### config.mk
export PLATFORM = sky130hd
export DESIGN_NAME = dsa_seq
export DESIGN_NICKNAME = d
export VERILOG_FILES = /design/src/sv/dsa_pkg.sv /design/src/sv/dsa_seq.sv
export SDC_FILE = /design/constraint.sdc
export NUM_CORES = 1
export LEC_CHECK = 0
export BUFFER_PORTS_ARGS = -buffer_cell sky130_fd_sc_hd__buf_2
export CAP_MARGIN = 15
export CORE_AREA = 2 2 92 72
export CTS_BUF_LIST = sky130_fd_sc_hd__clkbuf_2
export DETAILED_ROUTE_END_ITERATION = 10
export DIE_AREA = 0 0 94 74
export GPL_TIMING_DRIVEN = 0
export PLACE_DENSITY = 0.81
export SLEW_MARGIN = 30
export SYNTH_ARGS = -nofsm -noshare
export SYNTH_HDL_FRONTEND = slang
export SYNTH_SLANG_ARGS = --single-unit
### constraint.sdc
create_clock -name clk -period 3.15 [get_ports clk]
set_clock_uncertainty 0.05 [all_clocks]
set_input_delay 0.63 -clock clk [delete_from_list [all_inputs] [get_ports clk]]
set_output_delay 0.63 -clock clk [all_outputs]
set_load 0.01 [all_outputs]
### src/sv/dsa_pkg.sv
// Shared types and constants for the deadline slot allocator.
`default_nettype none

package dsa_pkg;

  localparam int SLOTS  = 1024;
  localparam int SLOT_W = $clog2(SLOTS + 1);
  localparam int DL_W   = 16;
  localparam int SC_W   = 16;
  localparam int TOT_W  = 26;

  localparam logic [SLOT_W-1:0] SLOT_LAST  = SLOT_W'(SLOTS);
  localparam logic [SLOT_W-1:0] LIMIT_INIT = SLOT_W'(1024);
  localparam logic [TOT_W-1:0]  TOTAL_MAX  = {TOT_W{1'b1}};

  typedef enum logic [2:0] {
    ST_CLEAR,
    ST_IDLE,
    ST_FRD,
    ST_FCHK,
    ST_CRD,
    ST_CWR,
    ST_LINK
  } state_t;

  // One access to the parent table per cycle: write when we, else read.
  typedef struct packed {
    logic              we;
    logic [SLOT_W-1:0] addr;
    logic [SLOT_W-1:0] wdata;
  } tbl_req_t;

  typedef struct packed {
    logic              strobe;
    logic              accepted;
    logic [SLOT_W-1:0] slot;
  } job_done_t;

endpackage

`default_nettype wire

### src/sv/dsa_seq.sv
// Sequencer: clearing pass, find walk, path compression and slot link.
`default_nettype none

module dsa_seq (
  input  wire                        clk,
  input  wire                        rst_n,
  input  wire                        start,
  input  wire  [dsa_pkg::DL_W-1:0]   deadline,
  input  wire  [dsa_pkg::SLOT_W-1:0] slot_limit,
  output logic                       busy,
  output dsa_pkg::tbl_req_t          tbl_req,
  input  wire  [dsa_pkg::SLOT_W-1:0] tbl_rdata,
  output dsa_pkg::job_done_t         done
);
  import dsa_pkg::*;

  state_t            state_r, state_nxt;
  logic [SLOT_W-1:0] clr_r, clr_nxt;
  logic [SLOT_W-1:0] x_r, x_nxt;       // clamped deadline
  logic [SLOT_W-1:0] walk_r, walk_nxt; // find cursor, then compress cursor
  logic [SLOT_W-1:0] root_r, root_nxt;
  logic [SLOT_W-1:0] lim;
  logic [SLOT_W-1:0] x_clamp;

  // Saturate the limit at the table size, then clamp the deadline to it.
  always_comb begin
    lim     = (slot_limit > SLOT_LAST) ? SLOT_LAST : slot_limit;
    x_clamp = (deadline > {{(DL_W-SLOT_W){1'b0}}, lim}) ? lim : deadline[SLOT_W-1:0];
  end

  // Next state and datapath registers.
  always_comb begin
    state_nxt = state_r;
    clr_nxt   = clr_r;
    x_nxt     = x_r;
    walk_nxt  = walk_r;
    root_nxt  = root_r;
    unique case (state_r)
      ST_CLEAR: begin
        clr_nxt = clr_r + SLOT_W'(1);
        if (clr_r == SLOT_LAST) state_nxt = ST_IDLE;
      end
      ST_IDLE: begin
        if (start) begin
          x_nxt     = x_clamp;
          walk_nxt  = x_clamp;
          state_nxt = ST_FRD;
        end
      end
      ST_FRD:  state_nxt = ST_FCHK;
      ST_FCHK: begin
        if (tbl_rdata == walk_r) begin
          root_nxt  = walk_r;
          walk_nxt  = x_r;
          state_nxt = ST_CRD;
        end else begin
          walk_nxt  = tbl_rdata;
          state_nxt = ST_FRD;
        end
      end
      ST_CRD: begin
        state_nxt = (walk_r == root_r) ? ST_LINK : ST_CWR;
      end
      ST_CWR: begin
        walk_nxt  = tbl_rdata;
        state_nxt = ST_CRD;
      end
      ST_LINK: state_nxt = ST_IDLE;
      default: state_nxt = ST_IDLE;
    endcase
  end

  // Outputs: table access, busy and completion.
  always_comb begin
    tbl_req       = '0;
    busy          = 1'b1;
    done          = '0;
    unique case (state_r)
      ST_CLEAR: begin
        tbl_req.we    = 1'b1;
        tbl_req.addr  = clr_r;
        tbl_req.wdata = clr_r;
      end
      ST_IDLE: busy = 1'b0;
      ST_FRD:  tbl_req.addr = walk_r;
      ST_FCHK: tbl_req.addr = walk_r;
      ST_CRD:  tbl_req.addr = walk_r;
      ST_CWR: begin
        tbl_req.we    = 1'b1;
        tbl_req.addr  = walk_r;
        tbl_req.wdata = root_r;
      end
      ST_LINK: begin
        tbl_req.addr  = root_r;
        tbl_req.wdata = root_r - SLOT_W'(1);
        tbl_req.we    = (root_r != '0);
        done.strobe   = 1'b1;
        done.accepted = (root_r != '0);
        done.slot     = root_r;
      end
      default: busy = 1'b1;
    endcase
  end

  always_ff @(posedge clk) begin
    if (!rst_n) begin
      state_r <= ST_CLEAR;
      clr_r   <= '0;
    end else begin
      state_r <= state_nxt;
      clr_r   <= clr_nxt;
    end
  end

  always_ff @(posedge clk) begin
    x_r    <= x_nxt;
    walk_r <= walk_nxt;
    root_r <= root_nxt;
  end

endmodule

`default_nettype wire

==> results of run 1 <==
==> synthesized netlist by cell type, types with 2 or more instances <==
library cell   n
a21boi_0       3
a21oi_1       10
a221oi_1      10
a22oi_1       17
a31oi_1        9
and2_1        17
and3_1         4
clkbuf_1      21
dfxtp_1       14
edfxtp_1      33
ha_1          15
inv_1          9
mux2_2         2
mux2i_1        2
nand2_1       70
nand2b_1       2
nand3_1        4
nand4_1        9
nor2_1        17
nor2b_1        4
nor3_1         7
nor4_1         4
o211ai_1       2
o21ai_0       27
o311a_1        2
or2_2          9
or3_1          5
xnor2_1       30
xor2_1         5
==> flip-flops by register name (all words and copies together) (netlist names) <==
name,cells
clr_r,11
root_r,11
state_r,3
walk_r,11
x_r,11
==> worst max path at each step <==
stage / from / endpoint / slack [ps] / cells past startpoint
3_5_place_dp: slot_limit[10] / walk_r[10]$_DFFE_PP_ / -260 / 12
4_1_cts: root_r[3]$_DFFE_PP_ / tbl_req[6] / 40 / 8
6_report: state_r[0]$_SDFFE_PN0P_ / tbl_req[9] / 150 / 6
3_3_place_gp: slot_limit[10] / walk_r[10]$_DFFE_PP_ / -180 / 12
2_1_floorplan: slot_limit[10] / walk_r[0]$_DFFE_PP_ / 200 / 9
5_1_grt: state_r[0]$_SDFFE_PN0P_ / tbl_req[8] / 4 / 8
==> worst max-delay path: stages, from the launching register on <==
cell and delay [ps]:
dfxtp_1 380, clkbuf_1 300, and3b_1 350, clkbuf_1 390
a22oi_1 170, o21ai_0 140, buf_2 170
==> power breakdown <==
group	internal [W]	leakage (nW)	total, W	switching (W)
combinational	0.0000682	1.16	0.000138	0.0000697
sequential	0.000662	0.413	0.000668	0.00000549
clock	0.000137	0.0392	0.000339	0.000202
==> through the flow <==
step	setup WS (ps)	power, W	hold slack (ps)
3_3_place_gp	-184.3	0.0008126	487.3
6_report	147.3	0.001145	414.8
4_1_cts	39.80	0.001150	402.6
5_1_grt	4.126	0.001186	385.4
2_1_floorplan	199.2	0.0007596	447.7
3_5_place_dp	-265.0	0.0008163	494.8
==> layer usage <==
| layer | up-vias | part of all wire, % | routed length [um] |
|---|---|---|---|
| li1 | 1530 | - | - |
| met1 | 1474 | 44 | 3990 |
| met2 | 188 | 45 | 4107 |
| met3 | 13 | 10 | 941 |
| met4 | 0 | 1.1 | 101 |
| met5 | - | 0 | 0 |
==> repair_timing <==
action / in CTS / in global routing
pin swaps: 0 / 1
endpoints found under the setup margin: 7 / 24
buffers inserted: 0 / 1
cloned: 0 / 0
resized for setup: 1 / 9
==> logic make-up (layout without fill, tap and decap cells) <==
kind of cell / Yosys count / count (layout) / synth area share, %
AOI/OAI and AO/OA: 88 / 88 / 17.78
and+or+nand+nor: 156 / 156 / 22.83
DFF: 47 / 47 / 38.28
xor gates and xnor gates: 35 / 35 / 9.231
adders and majority gates: 15 / 15 / 5.652
buffers and inverters: 36 / 119 / 4.936
muxes: 4 / 4 / 1.281
==> area by class of cell <==
cell class	count	area, sq um
tap	81	101.3
buffer	23	117.6
clock inverter	2	37.54
inverter	10	37.54
sequential	47	1271
multi-input combinational	298	1914
clock buffer	6	30.03
fill	533	2197
timing repair buffer	78	392.9
==> flow_metrics.py, run 1 <==
metrics = {
    "run_status": {
        "status": "finished clean",
    },
    "drt": {
        "drc": 0,
        "dr.pass1.iters": 5,
        "totalWireLength_mm": 9.140,
        "ant_nets": 0,
        "routed_via_density": 5.881,
        "post_drt_wl_per_cell_um": 16.77,
        "dr_total_vias": 3205,
        "drtIter0Drc": 279,
    },
    "grt": {
        "busiest_layer": "met2",
        "antenna_found_initial": 0,
        "track_usage_pct": 26.59,
        "grt_pass1_wl_mm": 14.26,
        "grt_max_degree": 21,
        "use_met1_pct": 38.30,
        "grt_overflow": 0,
        "first_global_vias": 2896,
        "gr-usage-met2_pct": 42.70,
        "met3_usage_pct": 4.661,
    },
    "timing": {
        "timing.slew.headroom_pct": 57.05,
        "rsz0062_at_grt": "false",
        "finalSetupViolCount": 0,
        "worst_pin_slew_ps": 643.6,
        "max_freq_ghz": 0.3330,
        "post-route-period-util_pct": 95.32,
        "fin_crit_ps": 3003,
        "slew_violations": 0,
        "finalSetupTns_ps": 0,
        "hold_violations": 0,
    },
    "synthesis": {
        "syn_avg_cell_area_sq_um": 8.716,
        "syn_area_sq_um": 3321,
        "synthFlopType": "edfxtp_1",
        "syn_nets": 437,
        "yosysSeqAreaShare_pct": 38.28,
        "yosys.area.top_type": "edfxtp_1",
        "yosys.area.top_type_share_pct": 29.84,
        "synth_seq_cells": 47,
        "synth_edf_count": 33,
        "yosysWarnings": 0,
        "async_flop_share_pct": 0,
        "synth.area.top_cells": "edfxtp_1 (30%), dfxtp_1 (8.4%), nand2_1 (7.9%)",
        "postSynthCellCount": 381,
        "synth_cell_types": 47,
    },
    "die": {
        "coreArea_sq_um": 6100,
        "dieWidth_um": 94,
        "io_pins": 78,
        "initial_core_util_pct": 54.44,
        "num_rows": 25,
        "die_height_um": 74,
        "die_area_sq_um": 6956,
    },
    "setup_path": {
        "cp.arrival_ps": 2320,
        "worstSetupPathType": "reg -> out",
        "r2r_setup_slack_ps": 470,
        "cp.required_ps": 2470,
        "worstSetupEndpointType": "output pin",
        "start_kind": "register",
        "reg2reg_to": "walk_r[3]$_DFFE_PP_",
        "cp_max_fo": 10,
        "r2r_cells": 7,
        "r2r_start": "walk_r[1]$_DFFE_PP_",
    },
    "run": {
        "maxCapViolations": 0,
    },
    "placed_design": {
        "placed_cell_area_sq_um": 3807,
        "gp_congestion": 0.9303,
        "dp_hpwl_mm": 7.106,
        "portBuffers": 77,
        "dp.cells": 539,
    },
    "clocking": {
        "clk_pin_slew_worst_paths_ps": 240,
        "clockRootBuffer": "clkbuf_2",
        "cts_tree": "built",
        "htreeDepth": 2,
        "cts_made_buffers": 5,
        "cts.sinks": 47,
        "clk_latency_ps": 410,
        "clockBufferDepth": 2,
        "hold_buffers": 0,
    },
    "layout": {
        "stdcell_count": 545,
        "layout-drive-gt1-share_pct": 24.78,
        "area_delta_synth_final_pct": 17.52,
        "layout_common_cells": "buf_2 (78), nand2_1 (70), edfxtp_1 (33)",
        "fin_util_pct": 63.98,
        "nNetsFinal": 519,
        "mostFrequentLayoutCell": "buf_2",
        "antenna_cells": 0,
        "layout.cell_area.non_filler_sq_um": 3902,
    },
    "pwr": {
        "leakagePower_nw": 1.607,
        "powerDensity_nw_per_um2": 293.3,
        "ir_drop_mv": 0.2301,
    },
    "min_path": {
        "hold-path-cell-count": 2,
        "hold-path-endpoint": "clr_r[7]$_SDFFE_PN0N_",
        "hold_path.startpoint": "rst_n",
        "hold_path_class": "in -> reg",
    },
}
No activity file was read; power rests on OpenSTA's default activity.
==> run 2: changes to the inputs <==
- BUFFER_PORTS_ARGS: -buffer_cell sky130_fd_sc_hd__buf_2 -> default
- CORE_AREA: 2 2 92 72 -> 2 2 89 70
- DIE_AREA: 0 0 94 74 -> 0 0 91 72
- DONT_BUFFER_PORTS: default -> 1
- PLACE_DENSITY: 0.81 -> 0.74
==> run 2 against run 1 <==
  * Sequential power hardly changed
  * Global-route usage up 0.52 points
  * Total power down 8.5%
  * Final area shrank 10%
  * Largest cell class unchanged
  * Non-clock buffer count down 78
  * Setup slack got worse by 9.6 ps
  * Critical path type unchanged
  * Clock power fell by 18%
  * Utilization shrank 1.9 points
==> flow_metrics.py, run 2 (synthesis gave the netlist of run 1 again) <==
metrics = {
    "timing": {
        "fin_crit_ps": 3012,
        "finalSetupViolCount": 0,
        "hold_violations": 0,
        "max_freq_ghz": 0.3320,
        "post-route-period-util_pct": 95.63,
        "worst_pin_slew_ps": 694.7,
        "rsz0062_at_grt": "false",
        "slew_violations": 0,
        "timing.slew.headroom_pct": 53.26,
    },
    "placed_design": {
        "placed_cell_area_sq_um": 3418,
        "dp_hpwl_mm": 6.793,
        "gp_congestion": 0.9052,
        "portBuffers": 0,
    },
    "die": {
        "coreArea_sq_um": 5645,
        "io_pins": 78,
        "die_area_sq_um": 6552,
        "num_rows": 24,
        "die_height_um": 72,
        "dieWidth_um": 91,
        "initial_core_util_pct": 58.82,
    },
    "clocking": {
        "clk_pin_slew_worst_paths_ps": 250,
        "clockRootBuffer": "clkbuf_2",
        "clk_latency_ps": 440,
        "post_cts_buffers": 0,
        "hold_buffers": 0,
        "cts_tree": "built",
        "htreeDepth": 2,
        "cts.sinks": 47,
        "clockBufferDepth": 2,
        "cts_made_buffers": 5,
    },
    "pwr": {
        "ir_drop_mv": 0.2485,
        "powerDensity_nw_per_um2": 298.5,
        "finalPower_w": 0.001047,
        "leakagePower_nw": 1.249,
    },
    "layout": {
        "mostFrequentLayoutCell": "nand2_1",
        "layout_common_cells": "nand2_1 (70), edfxtp_1 (33), xnor2_1 (30)",
        "layout-drive-gt1-share_pct": 10.10,
        "layout.cell_area.non_filler_sq_um": 3507,
        "nNetsFinal": 441,
        "antenna_cells": 0,
        "area_delta_synth_final_pct": 5.614,
    },
    "drt": {
        "dr_wl_met2_mm": 3.666,
        "drtIter0Drc": 310,
        "m1WireLength_mm": 3.921,
        "dr.pass1.iters": 5,
        "post_drt_wl_per_cell_um": 18.68,
        "drc": 0,
        "highest_layer": "met4",
        "routed_via_density": 6.263,
        "totalWireLength_mm": 8.667,
        "met3_length_mm": 1.003,
        "ant_nets": 0,
        "dr_total_vias": 2906,
    },
    "setup_path": {
        "worstSetupPathType": "reg -> out",
        "cp.required_ps": 2470,
        "start_kind": "register",
        "worstSetupEndpointType": "output pin",
        "cp.arrival_ps": 2330,
        "cp_max_fo": 10,
    },
    "grt": {
        "grt_overflow": 0,
        "grt_pass1_wl_mm": 14.08,
        "grt_max_degree": 21,
        "first_global_vias": 2695,
        "track_usage_pct": 27.10,
        "antenna_found_initial": 0,
    },
    "min_path": {
        "hold_path_class": "in -> reg",
    },
    "run": {
        "maxCapViolations": 0,
    },
    "run_status": {
        "status": "finished clean",
    },
}
## run 2: cell count changes in the layout (fill, tap and decap cells not counted), sizes merged
cell / before / now
clkinv: 1 / 2
clkinvlp: 1 / 0
clkbuf: 24 / 23
buf: 83 / 5
inv: 9 / 11
bufinv: 1 / 0
## run 2: through the flow
stage / hold slack, ps / worst slack, ps / std cells / util [%] / TNS [ps]
after CTS: 249.6 / 1.391 / 466 / 61.59 / 0
after global routing: 243.7 / 8.847 / 464 / 62.12 / 0
after floorplan: 447.7 / 199.2 / 381 / - / 0
after detailed placement: 487.0 / -101.0 / 459 / 60.55 / -200.6
after global placement: 487.9 / -46.63 / 459 / 60.55 / -65.55
final: 253.2 / 137.7 / 464 / 62.12 / 0
## run 2: power by group
part / switching (W) / internal [W] / total [W]
registers: 0.00000545 / 0.000662 / 0.000668
logic: 0.0000546 / 0.0000477 / 0.000102
clock network: 0.000217 / 0.0000601 / 0.000277
## run 2: final cells by class
cell class              instances  area (sq um)
flip-flops and latches         47          1271
well taps                      78         97.59
fillers                       510          2138
multi-input cells             298          1936
clock inverters                 3         22.52
plain buffers                  23         117.6
inverters                      10         37.54
clock buffers                   5         25.02
## run 2: critical path: stages (launching register included)
cell and delay (ps):
dfxtp_1 380, clkbuf_1 240, nor2_4 300, clkbuf_1 400
a22oi_1 120, o21ai_0 460
## run 2: metal layers
| metal | vias up | track usage, % |
|---|---|---|
| li1 | 1376 | - |
| met1 | 1362 | 41.16 |
| met2 | 157 | 39.59 |
| met3 | 11 | 6.957 |
| met4 | 0 | 4.882 |
| met5 | - | 0 |
## run 2: repair_timing
| action | CTS | global route |
|---|---|---|
| gates cloned | 0 | 0 |
| setup endpoints to repair | 13 | 24 |
| endpoints found under the hold margin | 0 | 0 |
| resized for setup | 4 | 13 |
## run 2: path summary, 6_finish.rpt
check	startpoint	to	slack, ps	cells after the start
max	state_r[1]$_SDFFE_PN0P_	tbl_req[14]	140	5
min	rst_n	clr_r[7]$_SDFFE_PN0N_	250	1
max reg2reg	walk_r[0]$_DFFE_PP_	walk_r[8]$_DFFE_PP_	390	7
min reg2reg	clr_r[7]$_SDFFE_PN0N_	clr_r[7]$_SDFFE_PN0N_	520	2
==> run 3: changes to the inputs <==
- SLEW_MARGIN: 30 -> default
- clock period: 3.15 -> 3.2 ns (I/O delays scaled with it)
==> run 3 against run 2 <==
  * Total power down 1.4%
  * Critical path type unchanged
  * Largest power group unchanged
  * Sequential share of layout area up 0.23 points
  * Combinational power hardly changed
  * Largest cell class unchanged
  * Setup slack got worse by 37 ps
==> flow_metrics.py, run 3 (synthesis gave the netlist of run 1 again) <==
metrics = {
    "min_path": {
        "hold_path_class": "in -> reg",
    },
    "clocking": {
        "clockBufferDepth": 2,
        "cts.sinks": 47,
        "cts_made_buffers": 5,
        "htreeDepth": 2,
        "clk_pin_slew_worst_paths_ps": 260,
        "cts_tree": "built",
        "clk_latency_ps": 450,
        "clockRootBuffer": "clkbuf_2",
        "hold_buffers": 0,
    },
    "timing": {
        "post-route-period-util_pct": 96.84,
        "worst_pin_slew_ps": 1014,
        "hold_violations": 0,
        "finalSetupViolCount": 0,
        "fin_crit_ps": 3099,
        "max_freq_ghz": 0.3227,
        "hold_ws_ps": 254.9,
        "timing.slew.headroom_pct": 32.16,
        "slew_violations": 0,
    },
    "run": {
        "maxCapViolations": 0,
    },
    "layout": {
        "mostFrequentLayoutCell": "nand2_1",
        "area_delta_synth_final_pct": 4.936,
        "layout_common_cells": "nand2_1 (70), edfxtp_1 (33), xnor2_1 (30)",
        "stdcell_count": 464,
        "nNetsFinal": 441,
        "antenna_cells": 0,
        "layout-drive-gt1-share_pct": 8.549,
    },
    "drt": {
        "dr_total_vias": 2871,
        "drtIter0Drc": 324,
        "dr.pass1.iters": 8,
        "totalWireLength_mm": 8.677,
        "post_drt_wl_per_cell_um": 18.70,
        "ant_nets": 0,
        "routed_via_density": 6.188,
        "drc": 0,
    },
    "die": {
        "die_area_sq_um": 6552,
        "initial_core_util_pct": 58.82,
        "coreArea_sq_um": 5645,
        "num_rows": 24,
        "dieWidth_um": 91,
        "io_pins": 78,
        "die_height_um": 72,
    },
    "grt": {
        "track_usage_pct": 27.10,
        "first_global_vias": 2703,
        "grt_overflow": 0,
        "antenna_found_initial": 0,
        "grt_max_degree": 21,
        "grt_pass1_wl_mm": 14.09,
    },
    "setup_path": {
        "cp_max_fo": 10,
        "worstSetupPathType": "reg -> out",
        "worstSetupEndpointType": "output pin",
        "cp.arrival_ps": 2410,
        "start_kind": "register",
        "cp.required_ps": 2510,
    },
    "placed_design": {
        "portBuffers": 0,
        "dp_hpwl_mm": 6.793,
        "dp.cells": 459,
        "gp_congestion": 0.9052,
    },
    "run_status": {
        "status": "finished clean",
    },
    "pwr": {
        "leakagePower_nw": 1.243,
        "powerDensity_nw_per_um2": 296.2,
        "ir_drop_mv": 0.2461,
    },
}
==> run 3: per-layer routing <==
| metal | vias to the layer above | GRT usage, % | share of wire [%] |
|---|---|---|---|
| li1 | 1371 | - | - |
| met1 | 1336 | 40.76 | 46 |
| met2 | 154 | 39.51 | 42 |
| met3 | 10 | 7.684 | 11 |
| met4 | 0 | 4.882 | 0.89 |
| met5 | - | 0 | 0 |
==> run 3: where the power goes <==
group	total, W	internal [W]	switching (W)
Combinational	0.000100	0.0000469	0.0000534
Sequential	0.000657	0.000652	0.00000529
Clock	0.000275	0.0000591	0.000216
Total	0.00103	0.000758	0.000274
==> run 3: worst max-delay path, stage by stage (launching register included) <==
cell and delay, ps:
dfxtp_1 410, clkbuf_1 410, and3b_1 380, clkbuf_1 400, a22oi_1 160, o21ai_0 200
==> run 3: through the flow <==
| stage | setup TNS [ps] | cell area (sq um) | util, % | setup slack, ps | total power, W |
|---|---|---|---|---|---|
| after global routing | -5.333 | 3485 | 61.72 | -5.333 | 0.001066 |
| final | 0 | 3485 | 61.72 | 101.1 | 0.001032 |
| after floorplan | 0 | 3321 | - | 239.2 | 0.0007478 |
| after CTS | 0 | 3473 | 61.52 | 8.334 | 0.001031 |
| after detailed placement | -80.63 | 3418 | 60.55 | -60.98 | 0.0007689 |
| after global placement | -6.626 | 3418 | 60.55 | -6.626 | 0.0007648 |
==> run 3: worst paths after layout <==
check,from,to,slack [ps],cells after the start
hold reg to reg,clr_r[7]$_SDFFE_PN0N_,clr_r[7]$_SDFFE_PN0N_,520,2
setup reg to reg,walk_r[0]$_DFFE_PP_,walk_r[2]$_DFFE_PP_,470,7
setup / recovery,state_r[2]$_SDFFE_PN0P_,tbl_req[9],100,5
hold / removal,rst_n,clr_r[7]$_SDFFE_PN0N_,250,1
==> run 3: final cells by class <==
type                            instances  area, sq um
Fill cell                             514         2161
Clock inverter                          3        22.52
Inverter                               10        37.54
Clock buffer                            5        25.02
Buffer                                 23        116.4
Multi-Input combinational cell        298         1914
Sequential cell                        47         1271
Tap cell                               78        97.59
==> run 3: what timing repair did <==
item	CTS	global route
buffers inserted	0	0
resized for setup	3	7
endpoints found under the setup margin	7	22
pin swaps	0	0
